[src/hw/rtl/hspl_pkg.sv]
// Package for the H.264 Annex B SPS/PPS locator.
// Holds the NAL type codes, start code pattern, flag struct and output limits.
// No dependencies.
package hspl_pkg;

   // NAL unit type codes, taken from the low five bits of the header byte
   localparam logic [4:0] NAL_TYPE_IDR = 5'd5;
   localparam logic [4:0] NAL_TYPE_SPS = 5'd7;
   localparam logic [4:0] NAL_TYPE_PPS = 5'd8;

   // Start code 00 00 01 and the window value after reset
   localparam logic [23:0] START_CODE   = 24'h000001;
   localparam logic [15:0] WINDOW_RESET = 16'h00FF;

   // A unit is reported from its start code, four bytes before the header
   localparam int HEADER_BACKOFF = 4;

   // Saturation limits of the result fields
   localparam logic [15:0] OFFSET_MAX = 16'hFFFF;
   localparam logic [16:0] LENGTH_MAX = 17'h1FFFF;

   // Units seen so far, plus the overlong buffer flag
   typedef struct packed {
      logic overflow;
      logic idr;
      logic pps;
      logic sps;
   } hspl_flags_type;

endpackage

[src/hw/rtl/hspl_scan.sv]
// Byte scanner: start code window, NAL header classification and position tracking.
// Depends on hspl_pkg. Outputs are the updated state for the byte in the input register.
module hspl_scan
   import hspl_pkg::*;
#(
   parameter int MAX_BUFFER_BYTES = 65536,
   parameter int CW = $clog2(MAX_BUFFER_BYTES + 1)
) (
   input  logic           clock,
   input  logic           reset,
   input  logic           step,
   input  logic [7:0]     data_byte,
   input  logic           last_byte,
   output logic [CW-1:0]  count_in,
   output logic [CW-1:0]  sps_start_in,
   output logic [CW-1:0]  pps_start_in,
   output logic [CW-1:0]  idr_start_in,
   output hspl_flags_type flags_in
);

   localparam logic [CW-1:0] MaxCount = CW'(MAX_BUFFER_BYTES);
   localparam logic [CW-1:0] Backoff  = CW'(HEADER_BACKOFF);

   logic [15:0]    window_ff;
   logic [15:0]    window_in;
   logic           pending_ff;
   logic           pending_in;
   logic [CW-1:0]  count_ff;
   logic [CW-1:0]  start_ff;
   logic [CW-1:0]  start_in;
   logic [CW-1:0]  sps_start_ff;
   logic [CW-1:0]  pps_start_ff;
   logic [CW-1:0]  idr_start_ff;
   hspl_flags_type flags_ff;
   logic [23:0]    window24;
   logic [4:0]     nal_type;

   // Next state for one byte; start_ff tracks the byte index less four, floored at zero
   always_comb begin
      window24     = {window_ff, data_byte};
      nal_type     = data_byte[4:0];
      sps_start_in = sps_start_ff;
      pps_start_in = pps_start_ff;
      idr_start_in = idr_start_ff;
      flags_in     = flags_ff;
      count_in     = count_ff;
      start_in     = start_ff;
      // classify the byte after a start code; a later unit overwrites an earlier one
      if (pending_ff) begin
         case (nal_type)
            NAL_TYPE_IDR: begin
               idr_start_in = start_ff;
               flags_in.idr = 1'b1;
            end
            NAL_TYPE_SPS: begin
               sps_start_in = start_ff;
               flags_in.sps = 1'b1;
            end
            NAL_TYPE_PPS: begin
               pps_start_in = start_ff;
               flags_in.pps = 1'b1;
            end
            default: begin
            end
         endcase
      end
      window_in  = window24[15:0];
      pending_in = (window24 == START_CODE);
      // byte counter saturates at the buffer limit
      if (count_ff < MaxCount) begin
         count_in = count_ff + CW'(1);
         if (count_ff >= Backoff) begin
            start_in = start_ff + CW'(1);
         end
      end else begin
         flags_in.overflow = 1'b1;
      end
   end

   // State returns to reset after the last byte of a buffer
   always_ff @(posedge clock) begin
      if (reset || (step && last_byte)) begin
         window_ff    <= WINDOW_RESET;
         pending_ff   <= 1'b0;
         count_ff     <= '0;
         start_ff     <= '0;
         sps_start_ff <= '0;
         pps_start_ff <= '0;
         idr_start_ff <= '0;
         flags_ff     <= '0;
      end else if (step) begin
         window_ff    <= window_in;
         pending_ff   <= pending_in;
         count_ff     <= count_in;
         start_ff     <= start_in;
         sps_start_ff <= sps_start_in;
         pps_start_ff <= pps_start_in;
         idr_start_ff <= idr_start_in;
         flags_ff     <= flags_in;
      end
   end

endmodule

[src/hw/rtl/hspl_fmt.sv]
// Result formatter: unit lengths and saturation of offsets and lengths.
// Depends on hspl_pkg. Purely combinational; feeds the result register.
module hspl_fmt
   import hspl_pkg::*;
#(
   parameter int CW = 17
) (
   input  logic [CW-1:0]  count,
   input  logic [CW-1:0]  sps_start,
   input  logic [CW-1:0]  pps_start,
   input  logic [CW-1:0]  idr_start,
   input  hspl_flags_type flags,
   output logic [15:0]    sps_offset,
   output logic [16:0]    sps_length,
   output logic [15:0]    pps_offset,
   output logic [16:0]    pps_length
);

   localparam int EW = (CW > 17) ? CW : 17;

   logic [EW-1:0] sps_x;
   logic [EW-1:0] pps_x;
   logic [EW-1:0] end_x;
   logic [EW-1:0] sps_len_x;
   logic [EW-1:0] pps_len_x;

   // PPS runs to the IDR start code when one was seen, else to the end of the buffer
   always_comb begin
      sps_x = EW'(sps_start);
      pps_x = EW'(pps_start);
      end_x = flags.idr ? EW'(idr_start) : EW'(count);
      sps_len_x = (pps_x >= sps_x) ? (pps_x - sps_x) : '0;
      pps_len_x = (end_x >= pps_x) ? (end_x - pps_x) : '0;
   end

   // Saturate to the field widths
   assign sps_offset = (sps_x > EW'(OFFSET_MAX)) ? OFFSET_MAX : sps_x[15:0];
   assign pps_offset = (pps_x > EW'(OFFSET_MAX)) ? OFFSET_MAX : pps_x[15:0];
   assign sps_length = (sps_len_x > EW'(LENGTH_MAX)) ? LENGTH_MAX : sps_len_x[16:0];
   assign pps_length = (pps_len_x > EW'(LENGTH_MAX)) ? LENGTH_MAX : pps_len_x[16:0];

endmodule

[src/hw/rtl/h264_sps_pps_locator_core.sv]
// H.264 Annex B SPS/PPS locator, top level.
// Flow: a byte is taken into the input register, then updates the scan state and,
// if it is the last byte of a buffer, loads the result register.
// Throughput: one byte per cycle; stalls only while a last byte waits behind a result still
// held. Synchronous active-high reset clears the valid flags and the scan state.
// Depends on hspl_pkg, hspl_scan and hspl_fmt.
module h264_sps_pps_locator_core
   import hspl_pkg::*;
#(
   parameter int MAX_BUFFER_BYTES = 65536
) (
   input  logic        clock,
   input  logic        reset,
   input  logic        req_valid,
   output logic        req_stall,
   input  logic [7:0]  req_data_byte,
   input  logic        req_last_byte,
   output logic        rsp_valid,
   input  logic        rsp_stall,
   output logic [15:0] rsp_sps_offset,
   output logic [16:0] rsp_sps_length,
   output logic [15:0] rsp_pps_offset,
   output logic [16:0] rsp_pps_length,
   output logic        rsp_sps_found,
   output logic        rsp_pps_found,
   output logic        rsp_too_long
);

   localparam int CW = $clog2(MAX_BUFFER_BYTES + 1);

   logic           s1_valid_ff;
   logic [7:0]     s1_byte_ff;
   logic           s1_last_ff;
   logic           out_free;
   logic           s1_advance;
   logic           req_take;
   logic           rsp_valid_ff;
   logic           rsp_valid_in;
   logic [CW-1:0]  count_in;
   logic [CW-1:0]  sps_start_in;
   logic [CW-1:0]  pps_start_in;
   logic [CW-1:0]  idr_start_in;
   hspl_flags_type flags_in;
   logic [15:0]    sps_offset_in;
   logic [16:0]    sps_length_in;
   logic [15:0]    pps_offset_in;
   logic [16:0]    pps_length_in;
   logic [15:0]    sps_offset_ff;
   logic [16:0]    sps_length_ff;
   logic [15:0]    pps_offset_ff;
   logic [16:0]    pps_length_ff;
   hspl_flags_type flags_ff;

   // Handshake: only a last byte needs room in the result register
   assign out_free   = !rsp_valid_ff || !rsp_stall;
   assign s1_advance = s1_valid_ff && (!s1_last_ff || out_free);
   assign req_stall  = s1_valid_ff && !s1_advance;
   assign req_take   = req_valid && !req_stall;

   // Input register
   always_ff @(posedge clock) begin
      if (reset) begin
         s1_valid_ff <= 1'b0;
      end else if (req_take) begin
         s1_valid_ff <= 1'b1;
      end else if (s1_advance) begin
         s1_valid_ff <= 1'b0;
      end
   end

   always_ff @(posedge clock) begin
      if (req_take) begin
         s1_byte_ff <= req_data_byte;
         s1_last_ff <= req_last_byte;
      end
   end

   hspl_scan #(
      .MAX_BUFFER_BYTES(MAX_BUFFER_BYTES),
      .CW(CW)
   ) u_scan (
      .clock       (clock),
      .reset       (reset),
      .step        (s1_advance),
      .data_byte   (s1_byte_ff),
      .last_byte   (s1_last_ff),
      .count_in    (count_in),
      .sps_start_in(sps_start_in),
      .pps_start_in(pps_start_in),
      .idr_start_in(idr_start_in),
      .flags_in    (flags_in)
   );

   hspl_fmt #(
      .CW(CW)
   ) u_fmt (
      .count     (count_in),
      .sps_start (sps_start_in),
      .pps_start (pps_start_in),
      .idr_start (idr_start_in),
      .flags     (flags_in),
      .sps_offset(sps_offset_in),
      .sps_length(sps_length_in),
      .pps_offset(pps_offset_in),
      .pps_length(pps_length_in)
   );

   // Result register: loaded by the last byte, cleared once the transfer completes
   always_comb begin
      if (s1_advance && s1_last_ff) begin
         rsp_valid_in = 1'b1;
      end else if (!rsp_stall) begin
         rsp_valid_in = 1'b0;
      end else begin
         rsp_valid_in = rsp_valid_ff;
      end
   end

   always_ff @(posedge clock) begin
      if (reset) begin
         rsp_valid_ff <= 1'b0;
      end else begin
         rsp_valid_ff <= rsp_valid_in;
      end
   end

   always_ff @(posedge clock) begin
      if (s1_advance && s1_last_ff) begin
         sps_offset_ff <= sps_offset_in;
         sps_length_ff <= sps_length_in;
         pps_offset_ff <= pps_offset_in;
         pps_length_ff <= pps_length_in;
         flags_ff      <= flags_in;
      end
   end

   assign rsp_valid      = rsp_valid_ff;
   assign rsp_sps_offset = sps_offset_ff;
   assign rsp_sps_length = sps_length_ff;
   assign rsp_pps_offset = pps_offset_ff;
   assign rsp_pps_length = pps_length_ff;
   assign rsp_sps_found  = flags_ff.sps;
   assign rsp_pps_found  = flags_ff.pps;
   assign rsp_too_long   = flags_ff.overflow;

   // A new result only appears after a last byte left the input register
   a_result_from_last: assert property (@(posedge clock) disable iff (reset)
      $rose(rsp_valid) |-> $past(s1_valid_ff && s1_last_ff))
      else $error("result appeared without a last byte");

   // A unit not seen reports offset zero
   a_missing_unit_zero: assert property (@(posedge clock) disable iff (reset)
      rsp_valid && (!rsp_sps_found || !rsp_pps_found) |->
         ((rsp_sps_found || rsp_sps_offset == 16'd0) &&
          (rsp_pps_found || rsp_pps_offset == 16'd0)))
      else $error("offset of an unseen unit is not zero");

   // Input is held back only by a pending last byte behind a stalled result
   a_stall_cause: assert property (@(posedge clock) disable iff (reset)
      req_stall |-> (s1_valid_ff && s1_last_ff && rsp_valid && rsp_stall))
      else $error("input stalled without cause");

endmodule

[config.mk]
export PLATFORM = sky130hd
export DESIGN_NAME = h264_sps_pps_locator_core
export DESIGN_NICKNAME = d
export VERILOG_FILES = /design/src/hw/rtl/hspl_pkg.sv /design/src/hw/rtl/hspl_scan.sv /design/src/hw/rtl/hspl_fmt.sv /design/src/hw/rtl/h264_sps_pps_locator_core.sv
export SDC_FILE = /design/constraint.sdc
export NUM_CORES = 1
export LEC_CHECK = 0
export BUFFER_PORTS_ARGS = -buffer_cell sky130_fd_sc_hd__buf_2
export CAP_MARGIN = 20
export CORE_MARGIN = 2
export CORE_UTILIZATION = 50
export DETAILED_ROUTE_END_ITERATION = 7
export PLACE_DENSITY = 0.78
export SYNTH_ARGS = -nofsm -noshare
export SYNTH_HDL_FRONTEND = slang
export SYNTH_SLANG_ARGS = --single-unit
[constraint.sdc]
create_clock -name clock -period 3.94 [get_ports clock]
set_clock_uncertainty 0.05 [all_clocks]
set_input_delay 0.394 -clock clock [delete_from_list [all_inputs] [get_ports clock]]
set_output_delay 0.394 -clock clock [all_outputs]
set_load 0.05 [all_outputs]
# Yosys cells after proc, flatten, opt, wreduce, memory -nomap -nowiden
# Cells that the tools add are included.
op_classes:
  add_sub_neg: 4
  magnitude_cmp: 8
  eq_ne: 5
  n_mux: 19
  n_reduce_logical: 14
op_table:
  columns: ["cell", "count"]
  rows:
  - ["2-to-1 mux 17 bit", 10]
  - ["adder 17 x 1 -> 17 bit (second input constant)", 2]
  - [">= comparator 17 bit", 2]
  - ["> comparator 17 x 16 -> 1 bit (second input constant)", 2]
  - ["> comparator 17 bit (second input constant)", 2]
  - ["subtractor 17 bit", 2]
  - ["equality test 24 x 1 -> 1 bit (second input constant)", 1]
  - [">= comparator 17 x 3 -> 1 bit (second input constant)", 1]
  - ["less-than comparator 17 bit (second input constant)", 1]
  - ["equality test 5 x 3 -> 1 bit (second input constant)", 2]
  - ["2-to-1 mux 1 bit", 8]
  - ["equality test 5 x 4 -> 1 bit (second input constant)", 1]
  - ["logical NOT 1 bit", 5]
  - ["logical AND 1 bit", 4]
  - ["logical OR 1 bit", 3]
  - ["2-to-1 mux 3 bit", 1]
  - ["AND reduction 3 bit", 1]
  - ["!= test 2 x 1 -> 1 bit (second input constant)", 1]
  - ["nonzero test 2 bit", 1]
word_totals:
  register_bits: 186
  inputBits: 13
  wordCells: 72

# Logic depth before layout (Yosys ltp)
# Gate-level depths: netlist of the first run.
depth:
  ltp_word: 9
  depth_mapped: 16

# Cells and area by module
# From an unflattened synthesis of the first run, not the netlist that was laid out.
unflattened:
  hier_cells: 1053
  area_unflattened_um2: 9984.6
modules_own_cells:
  columns: ["mod", "n_inst", "cells_each", "area_per_inst_um2", "seq_area_each_um2"]
  rows:
  - ["hspl_scan", 1, 591, 5088.6, 2122.0]
  - ["hspl_fmt", 1, 371, 2461.1, 0.0]
  - ["h264_sps_pps_locator_core", 1, 91, 2434.8, 2382.3]

# Least setup slack after synthesis of the first run
# No wires, ideal clock.
synth_timing:
  kind: "register to register"
  startpoint: "register rsp_valid_ff, in the netlist rsp_valid"
  endpoint: "register u_scan.idr_start_ff[0]"
  setup_time_ns: 0.128
  arrival_ns: 3.556
  slack_ns: 0.206
  stages_incl_launch_ff: 8
  path_buffers: 3
  synth_period_minus_slack_ns: 3.734
  cell_sequence: "dfxtp_1 > nand3_1 > and3_1 > or2_2 > clkbuf_1 > clkbuf_1 > buf_1 > nor2_1"
synth_between:
  elab_chain_len: 6
synth_lines:
  columns: ["item", "line", "text"]
  rows:
  - ["start: declaration", "h264_sps_pps_locator_core.sv:37", "logic rsp_valid_ff;"]
  - ["start signal: assignment", "h264_sps_pps_locator_core.sv:123", "rsp_valid_ff <= rsp_valid_in;"]
  - ["logical NOT 1 bit (*)", "h264_sps_pps_locator_core.sv:55", "assign out_free = !rsp_valid_ff || !rsp_stall;"]
  - ["logical OR 1 bit (*)", "h264_sps_pps_locator_core.sv:55", null]
  - ["logical OR 1 bit (*)", "h264_sps_pps_locator_core.sv:56", "assign s1_advance = s1_valid_ff && (!s1_last_ff || out_free);"]
  - ["logical AND 1 bit (*)", "h264_sps_pps_locator_core.sv:56", null]
  - ["logical AND 1 bit", "hspl_scan.sv:82", "if (reset || (step && last_byte)) begin"]
  - ["logical OR 1 bit", "hspl_scan.sv:82", null]
  - ["end signal: assignment", "hspl_scan.sv:98", "idr_start_ff <= idr_start_in;"]
  - ["end: declaration", "hspl_scan.sv:33", "logic [CW-1:0] idr_start_ff;"]
# Every way passes the cells marked *; elsewhere a longest branch is shown, timed or not.
# A chain may end at the register's enable or synchronous reset.

# Final worst setup path of the first run
layout_timing:
  startpoint: "register u_scan.count_ff[4]"
  endpoint: "register pps_length_ff[8], in the netlist rsp_pps_length[8], data pin"
layout_between:
  elab_chain_len: 6
  word_cells_on_any_way: 8
  cone_classes: "add/sub (2); order compare (3); mux (3)"
layout_lines:
  columns: ["item", "line", "text"]
  rows:
  - ["start: declaration", "hspl_scan.sv:28", "logic [CW-1:0] count_ff;"]
  - ["start signal: assignment", "hspl_scan.sv:94", "count_ff <= count_in;"]
  - ["adder 17 x 1 -> 17 bit / less-than comparator 17 bit (equally long branches)", "hspl_scan.sv:71, hspl_scan.sv:70", null]
  - ["2-to-1 mux 17 bit (*)", "hspl_scan.sv:70", "if (count_ff < MaxCount) begin"]
  - ["2-to-1 mux 17 bit (*)", "hspl_fmt.sv:31", "end_x = flags.idr ? EW'(idr_start) : EW'(count);"]
  - ["subtractor 17 bit / >= comparator 17 bit (equally long branches)", "hspl_fmt.sv:33", "pps_len_x = (end_x >= pps_x) ? (end_x - pps_x) : '0;"]
  - ["2-to-1 mux 17 bit (*)", "hspl_fmt.sv:33", null]
  - ["> comparator 17 bit", "hspl_fmt.sv:40", "assign pps_length = (pps_len_x > EW'(LENGTH_MAX)) ? LENGTH_MAX : pps_len_x[16:0];"]
  - ["end signal: assignment", "h264_sps_pps_locator_core.sv:132", "pps_length_ff <= pps_length_in;"]
  - ["end: declaration", "h264_sps_pps_locator_core.sv:51", "logic [16:0] pps_length_ff;"]
# Marks and branches as above.

==> impl_metrics.csv, run 1 <==
group,metric,value,unit
grt,grt_pass1_wl,36.36,mm
sta,final_max_slew_viol_count,0,
drt,routed.top_layer,"met4",
clocking,cts_root_buffer,"clkbuf_16",
setup_path,worst-setup-path-type,"flop to flop",
drt,dr.pass1.iters,7,
drt,drtIter0Drc,746,
power_and_ir_drop,ir_worst_vdd,0.3128,mV
die,fp.coreArea,19330,um2
sta,rsz0062_at_grt,"true",
placement,place_hpwl,16.50,mm
flow_run,max_cap_violations,0,
clocking,insertion_delay,0.44,ns
min_path,hold_start,"req_data_byte[1]",
logic_synthesis,syn_area,9779,um2
grt,grt_max_degree,71,
clocking,cts-htree-levels,4,
sta,hold_viol_final,0,
final_layout,layout_commonest_cell,"nand2_1",
drt,avgRoutedWirePerCell,15.86,um
power_and_ir_drop,sw_frac_of_total,23.07,%
final_layout,regArea,4504,um2
drt,wl_met1,10.36,mm
setup_path,rr_startpoint,"u_scan.count_ff[4]",
placement,gp_congestion,0.9225,
clocking,clockBufferDepth,2,
logic_synthesis,synth-compound-area-share,11.50,%
drt,drc,0,
power_and_ir_drop,pwr-share-seq,52.7,%
die,die-area,20690,um2
logic_synthesis,synthSimpleGateAreaFrac,21.76,%
placement,dpl_worst_slack,0.2021,ns
drt,drt-total-wl,22.88,mm
logic_synthesis,synthMuxAreaShare,5.962,%
logic_synthesis,synth_xor_area_share,5.553,%
final_layout,n_fill_cell,1700,
drt,wl_met3,1.387,mm
logic_synthesis,ys.warnings.count,0,
power_and_ir_drop,power.switching,0.0008955,W
setup_path,required,4.07,ns
logic_synthesis,synth.distinct_cells,62,
setup_path,endpoint_kind,"flop",
grt,grt_util_all_layers,22.34,%
sta,final.setup.worst_slack,0.1593,ns
sta,max_slew_margin,40.07,%
drt,vias_per_cell,5.550,
logic_synthesis,synthesis.nets,1141,
final_layout,final_cell_area,11200,um2
grt,antenna_found_initial,0,
sta,finalSetupTns,0,ns
setup_path,arrival,3.92,ns
logic_synthesis,async_reset_ff_share,0,%
power_and_ir_drop,p_leak,4.836,nW
grt,grt_overflow_total,0,
die,io-pin-count,84,
setup_path,path_max_fanout,11,
final_layout,final_cell_mix,"nand2_1, nor2_1, dfxtp_1, a21oi_1, buf_2",
clocking,cts_tree,"done",
placement,placed_area,10570,um2
die,die_h,143.9,um
power_and_ir_drop,internal-power,0.002987,W
logic_synthesis,synth_top_family_by_area,"simple AND/OR/NAND/NOR gates",
drt,wl_met2,10.51,mm
setup_path,r2r.worst_path.cells,14,
logic_synthesis,syn_area_per_cell,8.980,um2
logic_synthesis,synth_fa_ha_area_share,5.143,%
min_path,hold_path_end,"s1_byte_ff[1]",
drt,drtAntennaViolNets,0,
min_path,hold-path-cell-count,1,
final_layout,nets,1217,
placement,port-buffer-count,83,
final_layout,diodes,0,
die,die_x,143.9,um
drt,vias,8008,
clocking,path_clk_slew,0.07,ns
final_layout,multi_input_area,4928,um2
die,num_rows,51,
sta,setup_viol,0,
final_layout,drive_gt1_share,15.45,%
logic_synthesis,synthCells,1089,
logic_synthesis,synth-seq-cells,186,
sta,tightestPinTransition,0.8990,ns
final_layout,area_delta_synth_final,14.57,%
logic_synthesis,synth-seq-area-share,46.06,%
logic_synthesis,synth_flop_cell,"dfxtp_1",
run_status,outcome,"finished, final reports clean",
die,initial_utilization,50.58,%
setup_path,startpoint_type,"flop",
power_and_ir_drop,clkPwrFrac,42.7,%
grt,grt_pass1_vias,7157,
sta,min_period_over_period,95.96,%
setup_path,r2r_slack,0.16,ns
power_and_ir_drop,comb_power_share,4.6,%
min_path,min_path_type,"input port to flop",
sta,fmax,0.2645,GHz
logic_synthesis,synth_edf_count,78,
clocking,cts_buffers,17,
power_and_ir_drop,power_density,346.5,nW/um2
power_and_ir_drop,finalPower,0.003882,W
clocking,cts_sinks,186,
setup_path,r2r-end,"rsp_pps_length[8]",
sta,layout_min_cycle_time,3.781,ns
clocking,postCtsHoldBufs,0,
sta,whs,0.08345,ns
cell type report:
class	count	share of cell area [%]
clock buffers	21	4.400
clock inverters	11	0.7259
inverters	28	0.9380
multi-input cells	808	43.99
flip-flops and latches	186	40.20
well taps	265	2.959
repair buffers	124	6.790
critical path, stage by stage, from the launching register on:
cell,delay [ns]
dfxtp_1,0.44
nand4_1,0.26
nor3_1,0.34
buf_4,0.20
nand2_1,0.07
xnor2_1,0.28
mux2i_1,0.11
o21ai_0,0.27
ha_1,0.35
a21o_1,0.18
a21o_1,0.20
a22o_1,0.26
a31oi_1,0.24
buf_4,0.21
nor2_1,0.07
Yosys cell counts, types with 4 or more instances:
| cell | n | area share, % |
|---|---|---|
| or3_1 | 6 | 0.38 |
| nor2_1 | 123 | 4.7 |
| mux2i_1 | 56 | 5.7 |
| a31oi_1 | 8 | 0.51 |
| nor3b_1 | 4 | 0.31 |
| xor2_1 | 28 | 2.5 |
| a21oi_1 | 83 | 4.2 |
| nor3_1 | 22 | 1.1 |
| buf_2 | 15 | 0.77 |
| or2_2 | 6 | 0.38 |
| ha_1 | 37 | 4.7 |
| and3_1 | 7 | 0.45 |
| buf_1 | 5 | 0.19 |
| dfxtp_1 | 108 | 22 |
| nand3_1 | 33 | 1.7 |
| nand4_1 | 17 | 1.1 |
| o31a_1 | 4 | 0.36 |
| nand2_1 | 183 | 7.0 |
| xnor2_1 | 34 | 3.0 |
| o21ai_0 | 36 | 1.8 |
| and2_1 | 8 | 0.51 |
| nand2b_1 | 11 | 0.70 |
| nor4_1 | 12 | 0.77 |
| edfxtp_1 | 78 | 24 |
| inv_1 | 28 | 1.1 |
| o21a_1 | 7 | 0.54 |
| nor2b_1 | 12 | 0.77 |
| a211oi_1 | 6 | 0.46 |
| o31ai_1 | 5 | 0.38 |
| clkbuf_1 | 42 | 1.6 |
| a21o_1 | 16 | 1.2 |
| and4_1 | 10 | 0.90 |
power by group through the flow:
stage	Clock, W	Sequential, W	Combinational, W
2_1_floorplan	0	0.00213	0.0000928
3_3_place_gp	0	0.00209	0.000178
3_5_place_dp	0	0.00209	0.000179
4_1_cts	0.00168	0.00205	0.000179
5_1_grt	0.00174	0.00205	0.000196
6_report	0.00166	0.00205	0.000179
metal layers:
| metal | track usage [%] | vias up |
|---|---|---|
| met2 | 35.49 | 309 |
| met5 | 0 | - |
| met1 | 30.44 | 3719 |
| li1 | - | 3934 |
| met4 | 8.927 | 0 |
| met3 | 3.665 | 46 |
worst max path at each step:
| stage | from | to | depth (start not counted) |
|---|---|---|---|
| 6_report | u_scan.count_ff[4] | rsp_pps_length[8] | 14 |
| 2_1_floorplan | rsp_valid | u_scan.idr_start_ff[0] | 7 |
| 3_3_place_gp | u_scan.count_ff[0] | rsp_pps_length[2] | 15 |
| 3_5_place_dp | s1_byte_ff[2] | rsp_sps_length[11] | 11 |
| 4_1_cts | s1_byte_ff[2] | rsp_sps_length[11] | 12 |
| 5_1_grt | s1_byte_ff[2] | rsp_sps_length[11] | 13 |
state kept, by name, summed over array words and instances (netlist names), 16 cells and up:
signal               count
u_scan.window_ff        16
rsp_sps_offset          16
rsp_pps_offset          16
u_scan.pps_start_ff     17
rsp_sps_length          17
u_scan.sps_start_ff     17
u_scan.idr_start_ff     17
u_scan.count_ff         17
u_scan.start_ff         17
rsp_pps_length          17
cell families after synthesis:
kind of cell | after synthesis
flip-flops | 186
XOR/XNOR | 62
AO/OA/AOI/OAI | 185
adder cells (fa/ha/maj) | 39
AND/OR/NAND/NOR | 464
multiplexers | 58
buffers and inverters | 95
through the flow:
stage / util [%] / instances
final: 57.95 / 1443
after floorplan: - / 1089
after global placement: 54.68 / 1410
after global routing: 57.95 / 1443
after detailed placement: 54.68 / 1410
after CTS: 57.65 / 1442
repair_timing:
| item | 4_1_cts | 5_1_grt |
|---|---|---|
| setup endpoints to repair | 0 | 18 |
| resized for setup | 0 | 9 |
| setup buffers | 0 | 1 |
Note: power is estimated with default switching activity, not from simulation.
==> run 2: changes to the inputs <==
--- a/config.mk
+++ b/config.mk
@@ -10,6 +10,7 @@
 export CORE_MARGIN = 2
 export CORE_UTILIZATION = 50
 export DETAILED_ROUTE_END_ITERATION = 7
+export GPL_ROUTABILITY_DRIVEN = 0
 export PLACE_DENSITY = 0.78
 export SYNTH_ARGS = -nofsm -noshare
 export SYNTH_HDL_FRONTEND = slang
==> constraint.sdc (replaced) <==
create_clock -name clock -period 3.94 [get_ports clock]
set_clock_uncertainty 0.05 [all_clocks]
set_input_delay 0 -clock clock [delete_from_list [all_inputs] [get_ports clock]]
set_output_delay 0 -clock clock [all_outputs]
set_load 0.05 [all_outputs]
==> run 2 against run 1 <==
Against the previous run:
- cell count increased by 0.83%
- sequential cell count unchanged
- first-iteration DRC count rose by 1.7%
- sequential share of layout area down 0.39 points
- worst setup slack improved by 0.035 ns
- via count rose by 1.3%
- critical path type unchanged
- clock-buffer cell count decreased by 1
- combinational power is 4% higher
- fmax increased by 0.93%
- clock power is 5% higher
- die area is the same
==> impl_metrics.csv, run 2 (synthesis results as in run 1) <==
group,metric,value,unit
sta,layout_min_cycle_time,3.746,ns
clocking,cts_sinks,186,
power_and_ir_drop,power_density,351.0,nW/um2
sta,setup_viol,0,
setup_path,slowest_delay,0.44,ns
final_layout,area_delta_synth_final,15.72,%
power_and_ir_drop,ir_worst_vdd,0.3636,mV
final_layout,nets,1229,
setup_path,crit_chain,"ha_1 -> nand2b_1 -> nor4_2 -> xnor2_1 -> nor2_1 -> a21oi_1 -> o21ai_0 -> ha_1 -> nand2_1 -> nor3_2 -> a31oi_1 -> o221ai_1 -> a31oi_1 -> buf_4 -> nor4bb_1",
setup_path,timing.critical_path.buf_inv,1,
setup_path,startpoint_type,"flop",
die,die_x,143.9,um
die,io-pin-count,84,
drt,vias,8112,
final_layout,fin_util,58.53,%
clocking,cts-htree-levels,4,
clocking,cts_buffers,17,
run_status,outcome,"finished, final reports clean",
final_layout,regArea,4506,um2
drt,drtAntennaViolNets,0,
final_layout,final_cell_mix,"nand2_1, nor2_1, dfxtp_1, a21oi_1, buf_2",
grt,grt_util_all_layers,22.22,%
die,die-area,20690,um2
flow_run,max_cap_violations,0,
sta,hold_viol_final,0,
clocking,path_clk_slew,0.07,ns
drt,avgRoutedWirePerCell,15.72,um
grt,grt_max_degree,71,
clocking,cts_tree,"done",
final_layout,layout_commonest_cell,"nand2_1",
final_layout,diodes,0,
setup_path,endpoint_kind,"flop",
clocking,clockBufferDepth,2,
placement,place_hpwl,16.35,mm
drt,drtIter0Drc,759,
die,fp.coreArea,19330,um2
setup_path,arrival,3.95,ns
sta,rsz0062_at_grt,"true",
setup_path,required,4.14,ns
final_layout,stdcell_count,1455,
clocking,cts_root_buffer,"clkbuf_16",
sta,min_period_over_period,95.07,%
grt,antenna_found_initial,0,
setup_path,critPathSlowestCell,"dfxtp_1",
grt,grt_pass1_vias,7345,
sta,max_slew_margin,41.86,%
final_layout,n_fill_cell,1631,
die,die_h,143.9,um
drt,dr.pass1.iters,6,
final_layout,drive_gt1_share,14.96,%
die,initial_utilization,50.58,%
clocking,insertion_delay,0.43,ns
setup_path,path_max_fanout,16,
power_and_ir_drop,p_leak,4.887,nW
final_layout,multi_input_area,4913,um2
grt,grt_overflow_total,0,
min_path,min_path_type,"input port to flop",
sta,tightestPinTransition,0.8722,ns
grt,grt_pass1_wl,36.54,mm
sta,final_max_slew_viol_count,0,
placement,port-buffer-count,83,
drt,drt-total-wl,22.87,mm
setup_path,crit_family,"simple AND/OR/NAND/NOR gates",
drt,vias_per_cell,5.575,
drt,drc,0,
sta,whs,0.07762,ns
setup_path,worst-setup-path-type,"flop to flop",
placement,dp.cells,1410,
sta,fmax,0.2670,GHz
die,num_rows,51,
run 2: cell count changes in the layout (fill, tap and decap cells not counted), moves of 2 or more:
cell	previous run	this run
bufinv_16	0	3
clkbuf_16	19	17
clkinv_1	0	2
clkinvlp_4	3	1
dlygate4sd3_1	0	12
mux2i_1	53	55
run 2: routing by layer:
metal  routed length [um]  vias to the layer above  global-route usage (%)
li1                     -                     3972                       -
met1                10300                     3798                   29.82
met2                10610                      295                   36.19
met3                 1380                       47                   4.065
met4                  579                        0                   7.534
met5                    0                        -                       0
run 2: power by group:
| part | internal [W] | switching, W |
|---|---|---|
| logic | 0.0000562 | 0.000131 |
| clock network | 0.00101 | 0.000725 |
| registers | 0.00203 | 0.0000155 |
| total | 0.00310 | 0.000871 |
run 2: repair_timing:
item / 4_1_cts / 5_1_grt
endpoints found under the setup margin: 0 / 25
hold buffers: 12 / 0
resized for setup: 0 / 6
buffers inserted: 0 / 1
hold endpoints to repair: 19 / 0
run 2: cell type report:
type	instances	share of cell area (%)
sequential	186	39.81
inverter	28	0.9287
tap	265	2.930
clock buffer	20	3.947
multi-input combinational	808	43.42
timing repair buffer	136	7.673
clock inverter	12	1.294
run 2: path summary, 6_finish.rpt:
check / start / endpoint / slack (ns) / cells past startpoint
hold / removal: req_valid / s1_byte_ff[3] / 0.08 / 2
hold reg to reg: u_scan.sps_start_ff[0] / u_scan.sps_start_ff[0] / 0.40 / 2
setup / recovery: u_scan.count_ff[0] / rsp_pps_length[14] / 0.19 / 15
setup reg to reg: u_scan.count_ff[0] / rsp_pps_length[14] / 0.19 / 15
run 2: metrics by stage:
| step | power (W) | setup TNS (ns) | area [um2] | setup WS (ns) |
|---|---|---|---|---|
| 6_report | 0.003972 | 0 | 11320 | 0.1942 |
| 5_1_grt | 0.004084 | -0.4677 | 11320 | -0.09702 |
| 4_1_cts | 0.003983 | 0 | 11270 | 0.1506 |
| 3_5_place_dp | 0.002266 | 0 | 10560 | 0.1561 |
| 3_3_place_gp | 0.002263 | 0 | 10560 | 0.2609 |
| 2_1_floorplan | 0.002219 | 0 | 9779 | 0.2064 |
